**config.mk**
```make
export PLATFORM = sky130hd
export DESIGN_NAME = least_squares_line_fit
export DESIGN_NICKNAME = d
export VERILOG_FILES = /design/src/rtl/lslf_pkg.sv /design/src/rtl/lslf_ctrl.sv /design/src/rtl/lslf_dpath.sv /design/src/rtl/least_squares_line_fit.sv
export SDC_FILE = /design/constraint.sdc
export NUM_CORES = 2
export LEC_CHECK = 0
export BUFFER_PORTS_ARGS = -buffer_cell sky130_fd_sc_hd__buf_2
export CORE_UTILIZATION = 40
export CTS_CLUSTER_SIZE = 20
export DETAILED_ROUTE_END_ITERATION = 10
export GPL_TIMING_DRIVEN = 0
export HOLD_SLACK_MARGIN = 0.08
export PLACE_DENSITY_LB_ADDON = 0.15
export SLEW_MARGIN = 30
export SYNTH_ARGS = -nofsm -noshare
export SYNTH_HDL_FRONTEND = slang
export SYNTH_SLANG_ARGS = --single-unit
```
**constraint.sdc**
```tcl
create_clock -name clock -period 19.6 [get_ports clock]
set_clock_uncertainty 0.1 [all_clocks]
set_input_delay 2.94 -clock clock [delete_from_list [all_inputs] [get_ports clock]]
set_output_delay 2.94 -clock clock [all_outputs]
set_load 0.01 [all_outputs]
```
**src/rtl/lslf_pkg.sv**
```systemverilog
package lslf_pkg;

   // sample format and run capacity
   localparam int MAX_SAMPLES = 4096;
   localparam int X_BITS      = 10;
   localparam int Y_BITS      = 16;
   localparam int FRAC_BITS   = 16;

   // accumulator widths
   localparam int LOG_N = $clog2(MAX_SAMPLES);
   localparam int CNT_W = LOG_N + 1;
   localparam int SX_W  = X_BITS + LOG_N;
   localparam int SXX_W = 2 * X_BITS + LOG_N;
   localparam int SXY_W = X_BITS + Y_BITS + LOG_N;
   localparam int SY_W  = Y_BITS + LOG_N;
   localparam int SYY_W = 2 * Y_BITS + LOG_N;

   // width of the cross products and their differences
   localparam int RW_A = CNT_W + SYY_W;
   localparam int RW_B = SY_W + SXX_W;
   localparam int RW   = (RW_A > RW_B) ? RW_A : RW_B;

   // correlation search
   localparam int CORR_FRAC = 14;
   localparam int CORR_ONE  = 1 << CORR_FRAC;
   localparam int CK_W      = CORR_FRAC + 1;
   localparam int ODD_W     = CORR_FRAC + 1;
   localparam int SQ_W      = 2 * ODD_W;

   // shift-add multiplier
   localparam int MA_W = 2 * RW + SQ_W;
   localparam int MB_W = RW;

   // divider
   localparam int DVD_W = RW + FRAC_BITS;
   localparam int DC_W  = $clog2(DVD_W + 1);

   // result formats
   localparam int OUT_W  = 48;
   localparam int CORR_W = 16;

   // multiplier operand pairs
   localparam logic [3:0] MO_NSXX   = 4'd0;
   localparam logic [3:0] MO_SXSX   = 4'd1;
   localparam logic [3:0] MO_NSXY   = 4'd2;
   localparam logic [3:0] MO_SXSY   = 4'd3;
   localparam logic [3:0] MO_SYSXX  = 4'd4;
   localparam logic [3:0] MO_SXSXY  = 4'd5;
   localparam logic [3:0] MO_NSYY   = 4'd6;
   localparam logic [3:0] MO_SYSY   = 4'd7;
   localparam logic [3:0] MO_DXDY   = 4'd8;
   localparam logic [3:0] MO_NUMNUM = 4'd9;
   localparam logic [3:0] MO_ODDSQ  = 4'd10;
   localparam logic [3:0] MO_SQP    = 4'd11;

   // capture codes for the difference of the two products
   localparam logic [2:0] CAP_NONE  = 3'd0;
   localparam logic [2:0] CAP_SING  = 3'd1;
   localparam logic [2:0] CAP_DX    = 3'd2;
   localparam logic [2:0] CAP_NUM   = 3'd3;
   localparam logic [2:0] CAP_INUM  = 3'd4;
   localparam logic [2:0] CAP_UNDEF = 3'd5;
   localparam logic [2:0] CAP_DY    = 3'd6;

   // divider destinations
   localparam logic DIV_SLOPE = 1'b0;
   localparam logic DIV_ICPT  = 1'b1;

   typedef struct packed {
      logic       acc_en;
      logic       acc_clear;
      logic       res_clear;
      logic       mul_go;
      logic [3:0] mul_op;
      logic [2:0] cap;
      logic       div_go;
      logic       div_sel;
      logic       srch_upd;
      logic       out_load;
   } cmd_type;

   typedef struct packed {
      logic busy;
      logic le;
      logic srch_done;
      logic out_full;
   } status_type;

endpackage

```
**src/rtl/lslf_ctrl.sv**
```systemverilog
module lslf_ctrl (
   input  logic                 clock,
   input  logic                 reset,
   input  logic                 req_valid,
   input  logic                 req_last,
   output logic                 req_stall,
   input  logic                 rsp_stall,
   input  logic                 csr_write_enable,
   input  logic                 csr_write_data,
   input  lslf_pkg::status_type stat,
   output lslf_pkg::cmd_type    cmd
);
   import lslf_pkg::*;

   localparam logic [4:0] ST_IDLE = 5'd0;
   localparam logic [4:0] ST_A1   = 5'd1;
   localparam logic [4:0] ST_A2   = 5'd2;
   localparam logic [4:0] ST_A3   = 5'd3;
   localparam logic [4:0] ST_B1   = 5'd4;
   localparam logic [4:0] ST_B2   = 5'd5;
   localparam logic [4:0] ST_B3   = 5'd6;
   localparam logic [4:0] ST_B4   = 5'd7;
   localparam logic [4:0] ST_C1   = 5'd8;
   localparam logic [4:0] ST_C2   = 5'd9;
   localparam logic [4:0] ST_C3   = 5'd10;
   localparam logic [4:0] ST_C4   = 5'd11;
   localparam logic [4:0] ST_D0   = 5'd12;
   localparam logic [4:0] ST_D1   = 5'd13;
   localparam logic [4:0] ST_D2   = 5'd14;
   localparam logic [4:0] ST_E1   = 5'd15;
   localparam logic [4:0] ST_E2   = 5'd16;
   localparam logic [4:0] ST_F1   = 5'd17;
   localparam logic [4:0] ST_F2   = 5'd18;
   localparam logic [4:0] ST_F3   = 5'd19;
   localparam logic [4:0] ST_WAIT = 5'd20;
   localparam logic [4:0] ST_OUT  = 5'd21;

   logic [4:0] state_ff, state_in;
   logic [4:0] ret_ff, ret_in;
   logic       corr_en_ff;
   logic       accept;

   assign accept    = req_valid && (state_ff == ST_IDLE);
   assign req_stall = (state_ff != ST_IDLE);

   // configuration register
   always_ff @(posedge clock) begin
      if (reset) begin
         corr_en_ff <= 1'b1;
      end else if (csr_write_enable) begin
         corr_en_ff <= csr_write_data;
      end
   end

   // sequencer
   always_comb begin
      cmd      = '0;
      state_in = state_ff;
      ret_in   = ret_ff;
      case (state_ff)
         ST_IDLE: begin
            cmd.acc_en = accept;
            if (accept && req_last) begin
               cmd.res_clear = 1'b1;
               state_in      = ST_A1;
            end
         end
         ST_A1: begin
            cmd.mul_go = 1'b1; cmd.mul_op = MO_NSXX; state_in = ST_WAIT; ret_in = ST_A2;
         end
         ST_A2: begin
            cmd.mul_go = 1'b1; cmd.mul_op = MO_SXSX; state_in = ST_WAIT; ret_in = ST_A3;
         end
         ST_A3: begin
            if (stat.le) begin
               cmd.cap  = CAP_SING;
               state_in = ST_OUT;
            end else begin
               cmd.cap  = CAP_DX;
               state_in = ST_B1;
            end
         end
         ST_B1: begin
            cmd.mul_go = 1'b1; cmd.mul_op = MO_NSXY; state_in = ST_WAIT; ret_in = ST_B2;
         end
         ST_B2: begin
            cmd.mul_go = 1'b1; cmd.mul_op = MO_SXSY; state_in = ST_WAIT; ret_in = ST_B3;
         end
         ST_B3: begin
            cmd.cap  = CAP_NUM;
            state_in = ST_B4;
         end
         ST_B4: begin
            cmd.div_go = 1'b1; cmd.div_sel = DIV_SLOPE; state_in = ST_WAIT; ret_in = ST_C1;
         end
         ST_C1: begin
            cmd.mul_go = 1'b1; cmd.mul_op = MO_SYSXX; state_in = ST_WAIT; ret_in = ST_C2;
         end
         ST_C2: begin
            cmd.mul_go = 1'b1; cmd.mul_op = MO_SXSXY; state_in = ST_WAIT; ret_in = ST_C3;
         end
         ST_C3: begin
            cmd.cap  = CAP_INUM;
            state_in = ST_C4;
         end
         ST_C4: begin
            cmd.div_go = 1'b1; cmd.div_sel = DIV_ICPT; state_in = ST_WAIT; ret_in = ST_D0;
         end
         ST_D0: begin
            if (!corr_en_ff) begin
               state_in = ST_OUT;
            end else begin
               cmd.mul_go = 1'b1; cmd.mul_op = MO_NSYY; state_in = ST_WAIT; ret_in = ST_D1;
            end
         end
         ST_D1: begin
            cmd.mul_go = 1'b1; cmd.mul_op = MO_SYSY; state_in = ST_WAIT; ret_in = ST_D2;
         end
         ST_D2: begin
            if (stat.le) begin
               cmd.cap  = CAP_UNDEF;
               state_in = ST_OUT;
            end else begin
               cmd.cap  = CAP_DY;
               state_in = ST_E1;
            end
         end
         ST_E1: begin
            cmd.mul_go = 1'b1; cmd.mul_op = MO_DXDY; state_in = ST_WAIT; ret_in = ST_E2;
         end
         ST_E2: begin
            cmd.mul_go = 1'b1; cmd.mul_op = MO_NUMNUM; state_in = ST_WAIT; ret_in = ST_F1;
         end
         ST_F1: begin
            if (stat.srch_done) begin
               state_in = ST_OUT;
            end else begin
               cmd.mul_go = 1'b1; cmd.mul_op = MO_ODDSQ; state_in = ST_WAIT; ret_in = ST_F2;
            end
         end
         ST_F2: begin
            cmd.mul_go = 1'b1; cmd.mul_op = MO_SQP; state_in = ST_WAIT; ret_in = ST_F3;
         end
         ST_F3: begin
            cmd.srch_upd = 1'b1;
            state_in     = ST_F1;
         end
         ST_WAIT: begin
            if (!stat.busy) begin
               state_in = ret_ff;
            end
         end
         ST_OUT: begin
            if (!stat.out_full || !rsp_stall) begin
               cmd.out_load  = 1'b1;
               cmd.acc_clear = 1'b1;
               state_in      = ST_IDLE;
            end
         end
         default: begin
            state_in = ST_IDLE;
         end
      endcase
   end

   always_ff @(posedge clock) begin
      if (reset) begin
         state_ff <= ST_IDLE;
         ret_ff   <= ST_IDLE;
      end else begin
         state_ff <= state_in;
         ret_ff   <= ret_in;
      end
   end

endmodule

```
**src/rtl/lslf_dpath.sv**
```systemverilog
module lslf_dpath (
   input  logic                                clock,
   input  logic                                reset,
   input  lslf_pkg::cmd_type                   cmd,
   output lslf_pkg::status_type                stat,
   input  logic [lslf_pkg::X_BITS-1:0]         req_sample_x,
   input  logic [lslf_pkg::Y_BITS-1:0]         req_sample_y,
   input  logic                                rsp_stall,
   output logic                                rsp_valid,
   output logic signed [lslf_pkg::OUT_W-1:0]   rsp_slope,
   output logic signed [lslf_pkg::OUT_W-1:0]   rsp_intercept,
   output logic signed [lslf_pkg::CORR_W-1:0]  rsp_correlation,
   output logic                                rsp_singular,
   output logic                                rsp_correlation_undefined,
   output logic [lslf_pkg::CNT_W-1:0]          rsp_samples_used,
   output logic                                rsp_overflow
);
   import lslf_pkg::*;

   // accumulators
   logic [CNT_W-1:0] cnt_ff;
   logic [SX_W-1:0]  sx_ff;
   logic [SXX_W-1:0] sxx_ff;
   logic [SXY_W-1:0] sxy_ff;
   logic [SY_W-1:0]  sy_ff;
   logic [SYY_W-1:0] syy_ff;
   logic             ovf_ff;

   logic [2*X_BITS-1:0]      xx;
   logic [X_BITS+Y_BITS-1:0] xy;
   logic [2*Y_BITS-1:0]      yy;

   assign xx = req_sample_x * req_sample_x;
   assign xy = req_sample_x * req_sample_y;
   assign yy = req_sample_y * req_sample_y;

   always_ff @(posedge clock) begin
      if (reset || cmd.acc_clear) begin
         cnt_ff <= '0;
         sx_ff  <= '0;
         sxx_ff <= '0;
         sxy_ff <= '0;
         sy_ff  <= '0;
         syy_ff <= '0;
         ovf_ff <= 1'b0;
      end else if (cmd.acc_en) begin
         if (cnt_ff < CNT_W'(MAX_SAMPLES)) begin
            cnt_ff <= cnt_ff + 1'b1;
            sx_ff  <= sx_ff + SX_W'(req_sample_x);
            sxx_ff <= sxx_ff + SXX_W'(xx);
            sxy_ff <= sxy_ff + SXY_W'(xy);
            sy_ff  <= sy_ff + SY_W'(req_sample_y);
            syy_ff <= syy_ff + SYY_W'(yy);
         end else begin
            ovf_ff <= 1'b1;
         end
      end
   end

   // working registers
   logic [RW-1:0]   ra_ff, rb_ff, dx_ff, num_ff, inum_ff, dy_ff;
   logic            neg_ff, ineg_ff;
   logic [2*RW-1:0] pp_ff, rr_ff;
   logic [SQ_W-1:0] sq_ff;
   logic [MA_W-1:0] ll_ff;
   logic            le, lt;
   logic [RW-1:0]   diff;

   assign le   = (ra_ff <= rb_ff);
   assign lt   = (ra_ff < rb_ff);
   assign diff = lt ? (rb_ff - ra_ff) : (ra_ff - rb_ff);

   // correlation search bounds
   logic [CK_W-1:0]  lo_ff, hi_ff;
   logic [CK_W:0]    mid_sum;
   logic [CK_W-1:0]  mid;
   logic [ODD_W-1:0] odd;

   assign mid_sum = {1'b0, lo_ff} + {1'b0, hi_ff} + 1'b1;
   assign mid     = mid_sum[CK_W:1];
   assign odd     = ODD_W'({mid, 1'b0} - 1'b1);

   // shift-add multiplier, one multiplier bit per cycle
   logic [MA_W-1:0] ma_ff, mp_ff, ma_in;
   logic [MB_W-1:0] mb_ff, mb_in;
   logic            mbusy_ff;
   logic [3:0]      mop_ff;
   logic            mdone;

   assign mdone = mbusy_ff && (mb_ff == '0);

   always_comb begin
      case (cmd.mul_op)
         MO_NSXX:   begin ma_in = MA_W'(cnt_ff); mb_in = MB_W'(sxx_ff); end
         MO_SXSX:   begin ma_in = MA_W'(sx_ff);  mb_in = MB_W'(sx_ff);  end
         MO_NSXY:   begin ma_in = MA_W'(cnt_ff); mb_in = MB_W'(sxy_ff); end
         MO_SXSY:   begin ma_in = MA_W'(sx_ff);  mb_in = MB_W'(sy_ff);  end
         MO_SYSXX:  begin ma_in = MA_W'(sy_ff);  mb_in = MB_W'(sxx_ff); end
         MO_SXSXY:  begin ma_in = MA_W'(sx_ff);  mb_in = MB_W'(sxy_ff); end
         MO_NSYY:   begin ma_in = MA_W'(cnt_ff); mb_in = MB_W'(syy_ff); end
         MO_SYSY:   begin ma_in = MA_W'(sy_ff);  mb_in = MB_W'(sy_ff);  end
         MO_DXDY:   begin ma_in = MA_W'(dx_ff);  mb_in = MB_W'(dy_ff);  end
         MO_NUMNUM: begin ma_in = MA_W'(num_ff); mb_in = MB_W'(num_ff); end
         MO_ODDSQ:  begin ma_in = MA_W'(odd);    mb_in = MB_W'(odd);    end
         MO_SQP:    begin ma_in = MA_W'(pp_ff);  mb_in = MB_W'(sq_ff);  end
         default:   begin ma_in = '0;            mb_in = '0;            end
      endcase
   end

   always_ff @(posedge clock) begin
      if (reset) begin
         mbusy_ff <= 1'b0;
      end else if (cmd.mul_go) begin
         mbusy_ff <= 1'b1;
      end else if (mdone) begin
         mbusy_ff <= 1'b0;
      end
   end

   always_ff @(posedge clock) begin
      if (cmd.mul_go) begin
         ma_ff  <= ma_in;
         mb_ff  <= mb_in;
         mp_ff  <= '0;
         mop_ff <= cmd.mul_op;
      end else if (mbusy_ff && !mdone) begin
         if (mb_ff[0]) begin
            mp_ff <= mp_ff + ma_ff;
         end
         ma_ff <= ma_ff << 1;
         mb_ff <= mb_ff >> 1;
      end
   end

   // product capture
   always_ff @(posedge clock) begin
      if (mdone) begin
         case (mop_ff)
            MO_NSXX, MO_NSXY, MO_SYSXX, MO_NSYY: ra_ff <= mp_ff[RW-1:0];
            MO_SXSX, MO_SXSY, MO_SXSXY, MO_SYSY: rb_ff <= mp_ff[RW-1:0];
            MO_DXDY:   pp_ff <= mp_ff[2*RW-1:0];
            MO_NUMNUM: rr_ff <= mp_ff[2*RW-1:0];
            MO_ODDSQ:  sq_ff <= mp_ff[SQ_W-1:0];
            MO_SQP:    ll_ff <= mp_ff;
            default: begin
            end
         endcase
      end
   end

   // difference capture
   always_ff @(posedge clock) begin
      case (cmd.cap)
         CAP_DX: dx_ff <= diff;
         CAP_NUM: begin
            num_ff <= diff;
            neg_ff <= lt;
         end
         CAP_INUM: begin
            inum_ff <= diff;
            ineg_ff <= lt;
         end
         CAP_DY: dy_ff <= diff;
         default: begin
         end
      endcase
   end

   // restoring divider, one quotient bit per cycle, then round and clamp
   logic [RW-1:0]    drem_ff;
   logic [DVD_W-1:0] dq_ff;
   logic [DC_W-1:0]  dcnt_ff;
   logic             dbusy_ff, dsel_ff, dneg_ff;
   logic [RW:0]      dtry;
   logic             dge;
   logic             drnd;
   logic [DVD_W:0]   dqr, dlim, dmag;
   logic [OUT_W-1:0] dres;
   logic             dfin;

   assign dtry = {drem_ff, dq_ff[DVD_W-1]};
   assign dge  = (dtry >= {1'b0, dx_ff});
   assign drnd = ({drem_ff, 1'b0} >= {1'b0, dx_ff});
   assign dqr  = {1'b0, dq_ff} + (DVD_W+1)'(drnd);
   assign dlim = dneg_ff ? ((DVD_W+1)'(1) << (OUT_W-1))
                         : (((DVD_W+1)'(1) << (OUT_W-1)) - 1'b1);
   assign dmag = (dqr > dlim) ? dlim : dqr;
   assign dres = dneg_ff ? (OUT_W'(0) - dmag[OUT_W-1:0]) : dmag[OUT_W-1:0];
   assign dfin = dbusy_ff && (dcnt_ff == '0);

   always_ff @(posedge clock) begin
      if (reset) begin
         dbusy_ff <= 1'b0;
      end else if (cmd.div_go) begin
         dbusy_ff <= 1'b1;
      end else if (dfin) begin
         dbusy_ff <= 1'b0;
      end
   end

   always_ff @(posedge clock) begin
      if (cmd.div_go) begin
         drem_ff <= '0;
         dq_ff   <= (cmd.div_sel == DIV_ICPT) ? {inum_ff, FRAC_BITS'(0)}
                                              : {num_ff, FRAC_BITS'(0)};
         dneg_ff <= (cmd.div_sel == DIV_ICPT) ? ineg_ff : neg_ff;
         dsel_ff <= cmd.div_sel;
         dcnt_ff <= DC_W'(DVD_W);
      end else if (dbusy_ff && !dfin) begin
         drem_ff <= dge ? RW'(dtry - {1'b0, dx_ff}) : dtry[RW-1:0];
         dq_ff   <= {dq_ff[DVD_W-2:0], dge};
         dcnt_ff <= dcnt_ff - 1'b1;
      end
   end

   // fit results
   logic [OUT_W-1:0] slope_ff, icpt_ff;
   logic             sing_ff, undef_ff;

   always_ff @(posedge clock) begin
      if (cmd.res_clear) begin
         slope_ff <= '0;
         icpt_ff  <= '0;
         sing_ff  <= 1'b0;
         undef_ff <= 1'b0;
         lo_ff    <= '0;
         hi_ff    <= CK_W'(CORR_ONE);
      end else begin
         if (cmd.cap == CAP_SING) begin
            sing_ff <= 1'b1;
         end
         if (cmd.cap == CAP_UNDEF) begin
            undef_ff <= 1'b1;
         end
         if (dfin && (dsel_ff == DIV_SLOPE)) begin
            slope_ff <= dres;
         end
         if (dfin && (dsel_ff == DIV_ICPT)) begin
            icpt_ff <= dres;
         end
         if (cmd.srch_upd) begin
            if (ll_ff <= {rr_ff, SQ_W'(0)}) begin
               lo_ff <= mid;
            end else begin
               hi_ff <= mid - 1'b1;
            end
         end
      end
   end

   // output register
   logic             rsp_valid_ff;
   logic [CORR_W-1:0] corr_mag;

   assign corr_mag = CORR_W'(lo_ff);

   always_ff @(posedge clock) begin
      if (reset) begin
         rsp_valid_ff <= 1'b0;
      end else if (cmd.out_load) begin
         rsp_valid_ff <= 1'b1;
      end else if (!rsp_stall) begin
         rsp_valid_ff <= 1'b0;
      end
   end

   always_ff @(posedge clock) begin
      if (cmd.out_load) begin
         rsp_slope                 <= slope_ff;
         rsp_intercept             <= icpt_ff;
         rsp_correlation           <= neg_ff ? (CORR_W'(0) - corr_mag) : corr_mag;
         rsp_singular              <= sing_ff;
         rsp_correlation_undefined <= undef_ff;
         rsp_samples_used          <= cnt_ff;
         rsp_overflow              <= ovf_ff;
      end
   end

   assign rsp_valid      = rsp_valid_ff;
   assign stat.busy      = mbusy_ff || dbusy_ff;
   assign stat.le        = le;
   assign stat.srch_done = !(lo_ff < hi_ff);
   assign stat.out_full  = rsp_valid_ff;

   // checks
   a_mul_idle: assert property (@(posedge clock) disable iff (reset)
      (cmd.mul_go || cmd.div_go) |-> !(mbusy_ff || dbusy_ff))
      else $error("unit started while busy");
   a_out_free: assert property (@(posedge clock) disable iff (reset)
      cmd.out_load |-> (!rsp_valid_ff || !rsp_stall))
      else $error("result overwritten before taken");
   a_sing_zero: assert property (@(posedge clock) disable iff (reset)
      (rsp_valid_ff && rsp_singular) |-> (rsp_slope == '0 && rsp_intercept == '0))
      else $error("singular fit with nonzero line");
   a_cnt_cap: assert property (@(posedge clock) disable iff (reset)
      cnt_ff <= CNT_W'(MAX_SAMPLES))
      else $error("sample count above capacity");

endmodule

```
**src/rtl/least_squares_line_fit.sv**
```systemverilog
// samples: one beat per cycle while no fit is in progress
// fit after the last beat: each product runs in the shift-add multiplier
// until the multiplier bits run out, each of the two divides runs through all
// dividend bits, and the correlation search up to 15 rounds of two products
// reset (synchronous, active high) clears sums, control and output valid;
// correlation enable resets to 1
module least_squares_line_fit (
   input  logic                                clock,
   input  logic                                reset,
   input  logic                                req_valid,
   output logic                                req_stall,
   input  logic [lslf_pkg::X_BITS-1:0]         req_sample_x,
   input  logic [lslf_pkg::Y_BITS-1:0]         req_sample_y,
   input  logic                                req_last,
   output logic                                rsp_valid,
   input  logic                                rsp_stall,
   output logic signed [lslf_pkg::OUT_W-1:0]   rsp_slope,
   output logic signed [lslf_pkg::OUT_W-1:0]   rsp_intercept,
   output logic signed [lslf_pkg::CORR_W-1:0]  rsp_correlation,
   output logic                                rsp_singular,
   output logic                                rsp_correlation_undefined,
   output logic [lslf_pkg::CNT_W-1:0]          rsp_samples_used,
   output logic                                rsp_overflow,
   input  logic                                csr_write_enable,
   input  logic                                csr_write_data
);
   import lslf_pkg::*;

   cmd_type    cmd;
   status_type stat;

   lslf_ctrl u_ctrl (
      .clock            (clock),
      .reset            (reset),
      .req_valid        (req_valid),
      .req_last         (req_last),
      .req_stall        (req_stall),
      .rsp_stall        (rsp_stall),
      .csr_write_enable (csr_write_enable),
      .csr_write_data   (csr_write_data),
      .stat             (stat),
      .cmd              (cmd)
   );

   lslf_dpath u_dpath (
      .clock                     (clock),
      .reset                     (reset),
      .cmd                       (cmd),
      .stat                      (stat),
      .req_sample_x              (req_sample_x),
      .req_sample_y              (req_sample_y),
      .rsp_stall                 (rsp_stall),
      .rsp_valid                 (rsp_valid),
      .rsp_slope                 (rsp_slope),
      .rsp_intercept             (rsp_intercept),
      .rsp_correlation           (rsp_correlation),
      .rsp_singular              (rsp_singular),
      .rsp_correlation_undefined (rsp_correlation_undefined),
      .rsp_samples_used          (rsp_samples_used),
      .rsp_overflow              (rsp_overflow)
   );

endmodule

```
After elaboration in Yosys (flattened, before gate mapping)
Cells that the tools add are included.
{ "totals": {"ff_bits": 1739, "inputBits": 33, "out_inout_bits": 130} }
{ "op_classes": {"n_addsub": 18, "multipliers": 3, "magnitude_cmp": 8, "n_eq_ne": 55, "n_mux": 46, "bitwise_logic": 3, "n_reduce_logical": 48} }
{ "op_table": {"columns": ["operator", "count"], "rows": [
  ["120-bit one-hot mux with 7 select lines", 1],
  ["60-bit one-hot mux with 9 select lines", 1],
  ["150-bit two-way mux", 2],
  ["60-bit two-way mux", 4],
  ["76-bit two-way mux", 3],
  ["60-bit subtractor", 3],
  ["150-bit adder", 1],
  ["150-bit <= comparator", 1],
  ["48-bit two-way mux", 3],
  ["61-bit by 60-bit >= comparator with 1-bit output", 2],
  ["76-bit by 1-bit adder with 77-bit output", 1],
  ["77-bit by 48-bit greater-than comparator with 1-bit output", 1],
  ["5-bit one-hot mux with 14 select lines", 1],
  ["60-bit <= comparator", 1],
  ["60-bit zero test", 1],
  ["60-bit less-than comparator", 1],
  ["5-bit one-hot mux with 12 select lines", 1],
  ["5-bit one-hot mux with 11 select lines", 1],
  ["1-bit by 48-bit subtractor with 48-bit output, first input constant", 1],
  ["5-bit two-way mux", 9],
  ["44-bit by 32-bit adder with 44-bit output", 1],
  ["5-bit by 4-bit equality test with 1-bit output, second input constant", 8],
  ["38-bit by 26-bit adder with 38-bit output", 1],
  ["32-bit by 20-bit adder with 32-bit output", 1],
  ["other kinds (47)", 131]
]} }

Longest topological paths before layout
{ "logic_depth": {"word_depth": 7, "ltp_mapped": 49} }

Hierarchy
A second synthesis with hierarchy kept.
{ "hier_totals": {"hier_cells": 11369, "hier_area_um2": 110402.1} }
{ "modules_own_cells": {"columns": ["module", "n_inst", "cells_per_inst", "area_per_inst_um2", "seq_area_each_um2"], "rows": [
  ["lslf_dpath", 1, 11214, 109363.6, 46624.7],
  ["lslf_ctrl", 1, 155, 1038.5, 220.2]
]} }

Worst setup path after synthesis
Ideal clock, no wire load.
{ "synth_timing": {"kind": "register -> register", "start": "register u_dpath.mb_ff[34]", "end": "register u_dpath.ll_ff[0], enable pin", "arrival_time_ps": 11879, "required_ps": 18657, "slack_ps": 6778, "path_stages_with_launch": 8, "cell_sequence": "edfxtp_1 -> or4_1 -> nor2_1 -> nand3_1 -> or4_1 -> inv_1 -> nand4b_1 -> nor3_1"} }
{ "synth_via": {"elab_chain_len": 3} }
{ "synth_rtl": {"columns": ["item", "line", "source"], "rows": [
  ["start, declared", "lslf_dpath.sv:85", "logic [MB_W-1:0] mb_ff, mb_in;"],
  ["start signal, assigned", "lslf_dpath.sv:123", "mb_ff <= mb_in;"],
  ["start signal, assigned", "lslf_dpath.sv:131", "mb_ff <= mb_ff >> 1;"],
  ["60-bit zero test", "lslf_dpath.sv:90", "assign mdone = mbusy_ff && (mb_ff == '0);"],
  ["1-bit logical AND", "lslf_dpath.sv:90", null],
  ["2-bit AND reduction (no line)", null, null],
  ["end signal, assigned", "lslf_dpath.sv:144", "MO_SQP: ll_ff <= mp_ff;"],
  ["end, declared", "lslf_dpath.sv:65", "logic [MA_W-1:0] ll_ff;"]
]} }
No other way between the ends.
A chain may end at the register's enable or synchronous reset.

Worst setup path in the final report
{ "layout_timing": {"start": "register u_dpath.dx_ff[1]", "end": "register u_dpath.icpt_ff[40]"} }
{ "layout_via": {"elab_chain_len": 6} }
{ "layout_rtl": {"columns": ["item", "line", "source"], "rows": [
  ["start, declared", "lslf_dpath.sv:61", "logic [RW-1:0] ra_ff, rb_ff, dx_ff, num_ff, inum_ff, dy_ff;"],
  ["start signal, assigned", "lslf_dpath.sv:154", "CAP_DX: dx_ff <= diff;"],
  ["61-bit by 60-bit >= comparator with 1-bit output (*)", "lslf_dpath.sv:183", "assign drnd = ({drem_ff, 1'b0} >= {1'b0, dx_ff});"],
  ["76-bit by 1-bit adder with 77-bit output (*)", "lslf_dpath.sv:184", "assign dqr = {1'b0, dq_ff} + (DVD_W+1)'(drnd);"],
  ["77-bit by 48-bit greater-than comparator with 1-bit output", "lslf_dpath.sv:187", "assign dmag = (dqr > dlim) ? dlim : dqr;"],
  ["48-bit two-way mux (*)", "lslf_dpath.sv:187", null],
  ["1-bit by 48-bit subtractor with 48-bit output", "lslf_dpath.sv:188", "assign dres = dneg_ff ? (OUT_W'(0) - dmag[OUT_W-1:0]) : dmag[OUT_W-1:0];"],
  ["48-bit two-way mux (*)", "lslf_dpath.sv:188", null],
  ["end signal, assigned", "lslf_dpath.sv:239", "icpt_ff <= dres;"],
  ["end, declared", "lslf_dpath.sv:217", "logic [OUT_W-1:0] slope_ff, icpt_ff;"]
]} }
Every way passes the cells marked *; elsewhere a longest branch is shown, timed or not.

==> results.tsv <==
stage	metric	value	unit
clock_network	Clk Tree Root Cell	clkbuf_16	
clock_network	Clock transition at path regs	0.06	ns
worst_setup_path	crit path to	u_dpath.icpt_ff[40]$_SDFFE_PP0P_	
synth	syn_nets	12536	
pwr	combinational power share	44.0	%
synth	Syn Inst Count	11315	
sta	period utilization	66.6	%
floorplan	Die ar.	0.276	mm²
worst_setup_path	critical path endpoint category	flop	
clock_network	postcts setup bufs	0	
synth	Ys Warns	0	
worst_setup_path	Startpoint Class	flop	
worst_setup_path	arrival time worst endpoint	13.72	ns
placed_design	GP Congestion	0.975	
grt	largest net degree at the start of global routing	45	
clock_network	Skew-Pair Late Insertion Delay	0.90	ns
synth	Area contributors post-synth	edfxtp_1 (33%), dfxtp_1 (9.8%), ha_1 (9.0%), fa_1 (7.4%), a21oi_1 (5.2%)	
synth	asr flop ratio synth	0	%
pwr	maximum vdd ir drop	139	µV
worst_setup_path	slowest stage cell, crit path	nor4_1	
drt	1st-pass router iterations	11	
synth	Synth cell types	102	
synth	Synth Flop Type	edfxtp_1	
pwr	Pint	9520	µW
clock_network	cts hold-fix bufs	0	
worst_setup_path	worst-path fanout max	10	
synth	top cells by count, synth	nand2_1 (1404), edfxtp_1 (1202), a21oi_1 (1147)	
worst_setup_path	FF-to-FF End	u_dpath.icpt_ff[40]$_SDFFE_PP0P_	
grt	first-pass GRT wire length	619000	µm
final_layout	Nets	13026	
status	failing checks	DRC	
drt	DRC Markers	8	
pwr	Static Leakage	0.0495	µW
synth	sequential-to-total area share from yosys stat	42.7	%
pwr	Sw Pwr	6890	µW
pwr	Flop pwr share	32.7	%
final_layout	Layout area overhead	12.3	%
floorplan	I/O pins	163	
worst_setup_path	Worst EP required	20.26	ns
clock_network	CTS tree	done	
grt	vias in the first global route	88538	
sta	worst-margin pin slew	1.12	ns
drt	routed vias	91046	
synth	most frequent cell after synthesis	nand2_1	
sta	min Tclk post-route	13.06	ns
synth	EDFF count, synth	1202	
placed_design	Buffers on Ports	162	
floorplan	Starting Density	40.4	%
synth	Synth area leader	edfxtp_1	
worst_setup_path	Critical Path Max Stage Delay	0.69	ns
pwr	Clk pwr share	23.3	%
drt	post-route ant nets	0	
placed_design	Post-DP Area	0.117	mm²
clock_network	clock sinks	1739	
synth	Syn Std Cell Area	0.110	mm²
final_layout	finished layout cell area	0.123	mm²
worst_setup_path	CP Launch Point	u_dpath.dx_ff[1]$_DFFE_PN_	
grt	GRT Overall Usage	30.5	%
drt	vias per cell	5.85	
sta	final setup fails	0	
synth	synthesized area per cell	9.69	µm²
clock_network	Max clock buf depth	4	
sta	RSZ-0062 raised after global routing	no	
drt	starting DRC count in detailed routing	10153	
pwr	pwr/cell area	133	mW/mm²
placed_design	post-DP HPWL	347000	µm
final_layout	share of layout cells above drive strength 1	6.51	%
grt	remaining global-route overflow	0	
worst_setup_path	CP Class	flop to flop	
job	maxcap violations	0	
floorplan	Core Rows	191	
pwr	Pwr Total	16400	µW
drt	final wirelength	432000	µm
floorplan	core area	0.272	mm²
status	outcome	finished with violations	
worst_setup_path	Worst R2R Setup Slack	6.54	ns
sta	final hold violations	0	
worst_setup_path	cell mode on critical path	a21oi_1	
clock_network	post_cts resized	0	
clock_network	H-tree Lvls	4	
hold_path	type of the tightest min-delay check	flop to flop	
sta	Final Max Tran Viols	0	
drt	average wire per standard cell	27.8	µm
grt	initial antenna violation count	38	
worst_setup_path	Reg-to-Reg Start	u_dpath.dx_ff[1]$_DFFE_PN_	
floorplan	Die Wd	526	µm
sta	Slew HR	25.1	%
floorplan	DIE HEIGHT	526	µm
pwr	Sw Share	42.0	%
synth	top-area cell type share of the netlist area	32.9	%
worst_setup_path	Worst Reg-to-Reg Cells	47	
clock_network	clock buffer count from CTS	200	
sta	Max Clk Rate	0.0766	GHz
synth	flip-flop and latch count after synthesis	1739	
final_layout	# fillers	26078	
-- flip-flops by register name, summed over array words and instances, names as in the netlist, 22 cells and up --
register	count
u_dpath.inum_ff	60
u_dpath.sx_ff	22
u_dpath.rr_ff	120
u_dpath.sxx_ff	32
u_dpath.dy_ff	60
u_dpath.ma_ff	150
u_dpath.dq_ff	76
u_dpath.ll_ff	150
u_dpath.mb_ff	60
u_dpath.syy_ff	44
u_dpath.rsp_slope	48
u_dpath.mp_ff	150
u_dpath.dx_ff	60
u_dpath.sq_ff	30
u_dpath.rsp_intercept	48
u_dpath.sxy_ff	38
u_dpath.icpt_ff	48
u_dpath.ra_ff	60
u_dpath.drem_ff	60
u_dpath.sy_ff	28
u_dpath.num_ff	60
u_dpath.pp_ff	120
u_dpath.rb_ff	60
u_dpath.slope_ff	48
-- area by class of cell --
| cell class | instances | area, µm² | area share (%) |
|---|---|---|---|
| inverters | 1030 | 3870 | 3.14 |
| repair buffers | 288 | 2080 | 1.69 |
| plain buffers | 524 | 2040 | 1.66 |
| multi-input cells | 8022 | 57200 | 46.5 |
| clock inverters | 106 | 1130 | 0.917 |
| flip-flops and latches | 1739 | 46900 | 38.1 |
| diodes | 25 | 62.6 | 0.0508 |
| clock buffers | 259 | 5430 | 4.41 |
| well taps | 3570 | 4470 | 3.63 |
-- worst max-delay path, delay by kind of cell (launching register included) --
kind | cells | cell delay [ns]
flops | 1 | 0.64
buf+inv | 7 | 1.69
simple gates | 19 | 5.14
fa+ha+maj | 5 | 1.53
compound gates | 15 | 3.25
xor+xnor | 1 | 0.53
-- power groups by stage --
stage / clock network (µW) / registers [µW] / logic (µW)
floorplan: 0 / 4980 / 5140
global placement: 0 / 5570 / 6950
detailed placement: 0 / 5410 / 7110
CTS: 3880 / 5350 / 7170
global route: 4010 / 5370 / 8010
finish: 3820 / 5370 / 7220
-- cell usage in the layout, fill, tap and decap left out, types with 185 or more instances in the layout --
cell / n
nand2_1: 1402
clkbuf_1: 485
edfxtp_1: 1202
o21ai_0: 525
buf_2: 192
nand4_1: 193
fa_1: 403
nand3_1: 185
ha_1: 785
a21oi_1: 1145
xnor2_1: 295
clkbuf_16: 205
inv_1: 1025
dfxtp_1: 525
and2_1: 210
nor2_1: 684
a21o_1: 251
-- metal layers --
| layer | GRT usage, % | routed length (µm) | vias to the layer above |
|---|---|---|---|
| li1 | - | - | 41216 |
| met1 | 39.5 | 179000 | 45129 |
| met2 | 49.6 | 198000 | 3785 |
| met3 | 4.67 | 29400 | 898 |
| met4 | 15.2 | 24800 | 18 |
| met5 | 0 | 123 | - |
-- metrics by stage --
stage	worst slack (ns)	TNS (ns)	utilization, %	hold slack (ns)	cells
final	6.54	0	45.3	0.327	15563
after global routing	5.84	0	45.3	0.331	15543
after CTS	6.82	0	45.3	0.319	15538
after detailed placement	6.88	0	42.9	0.315	15173
after global placement	-1.30	-185.06	42.3	0.311	15047
after floorplan	6.78	0	-	0.308	11315
-- cell families after synthesis --
logic type      synth area share [%]
flops                           42.7
buf+inv                         5.35
xor+xnor                        3.73
simple gates                    14.2
fa+ha+maj                       16.3
mux                             1.26
compound gates                  16.5
-- worst min-delay path by stage --
stage                                                  from                                  end  slack [ns]  depth (start not counted)
after floorplan            u_dpath.icpt_ff[32]$_SDFFE_PP0P_  u_dpath.rsp_intercept[32]$_DFFE_PP_        0.31                          0
after global placement    u_dpath.slope_ff[40]$_SDFFE_PP0P_      u_dpath.rsp_slope[40]$_DFFE_PP_        0.31                          0
after detailed placement   u_dpath.icpt_ff[11]$_SDFFE_PP0P_  u_dpath.rsp_intercept[11]$_DFFE_PP_        0.31                          0
after CTS                  u_dpath.icpt_ff[19]$_SDFFE_PP0P_  u_dpath.rsp_intercept[19]$_DFFE_PP_        0.32                          0
after global routing       u_dpath.icpt_ff[19]$_SDFFE_PP0P_  u_dpath.rsp_intercept[19]$_DFFE_PP_        0.33                          0
final                      u_dpath.icpt_ff[11]$_SDFFE_PP0P_  u_dpath.rsp_intercept[11]$_DFFE_PP_        0.33                          0
No activity file was read; power rests on OpenSTA's default activity.
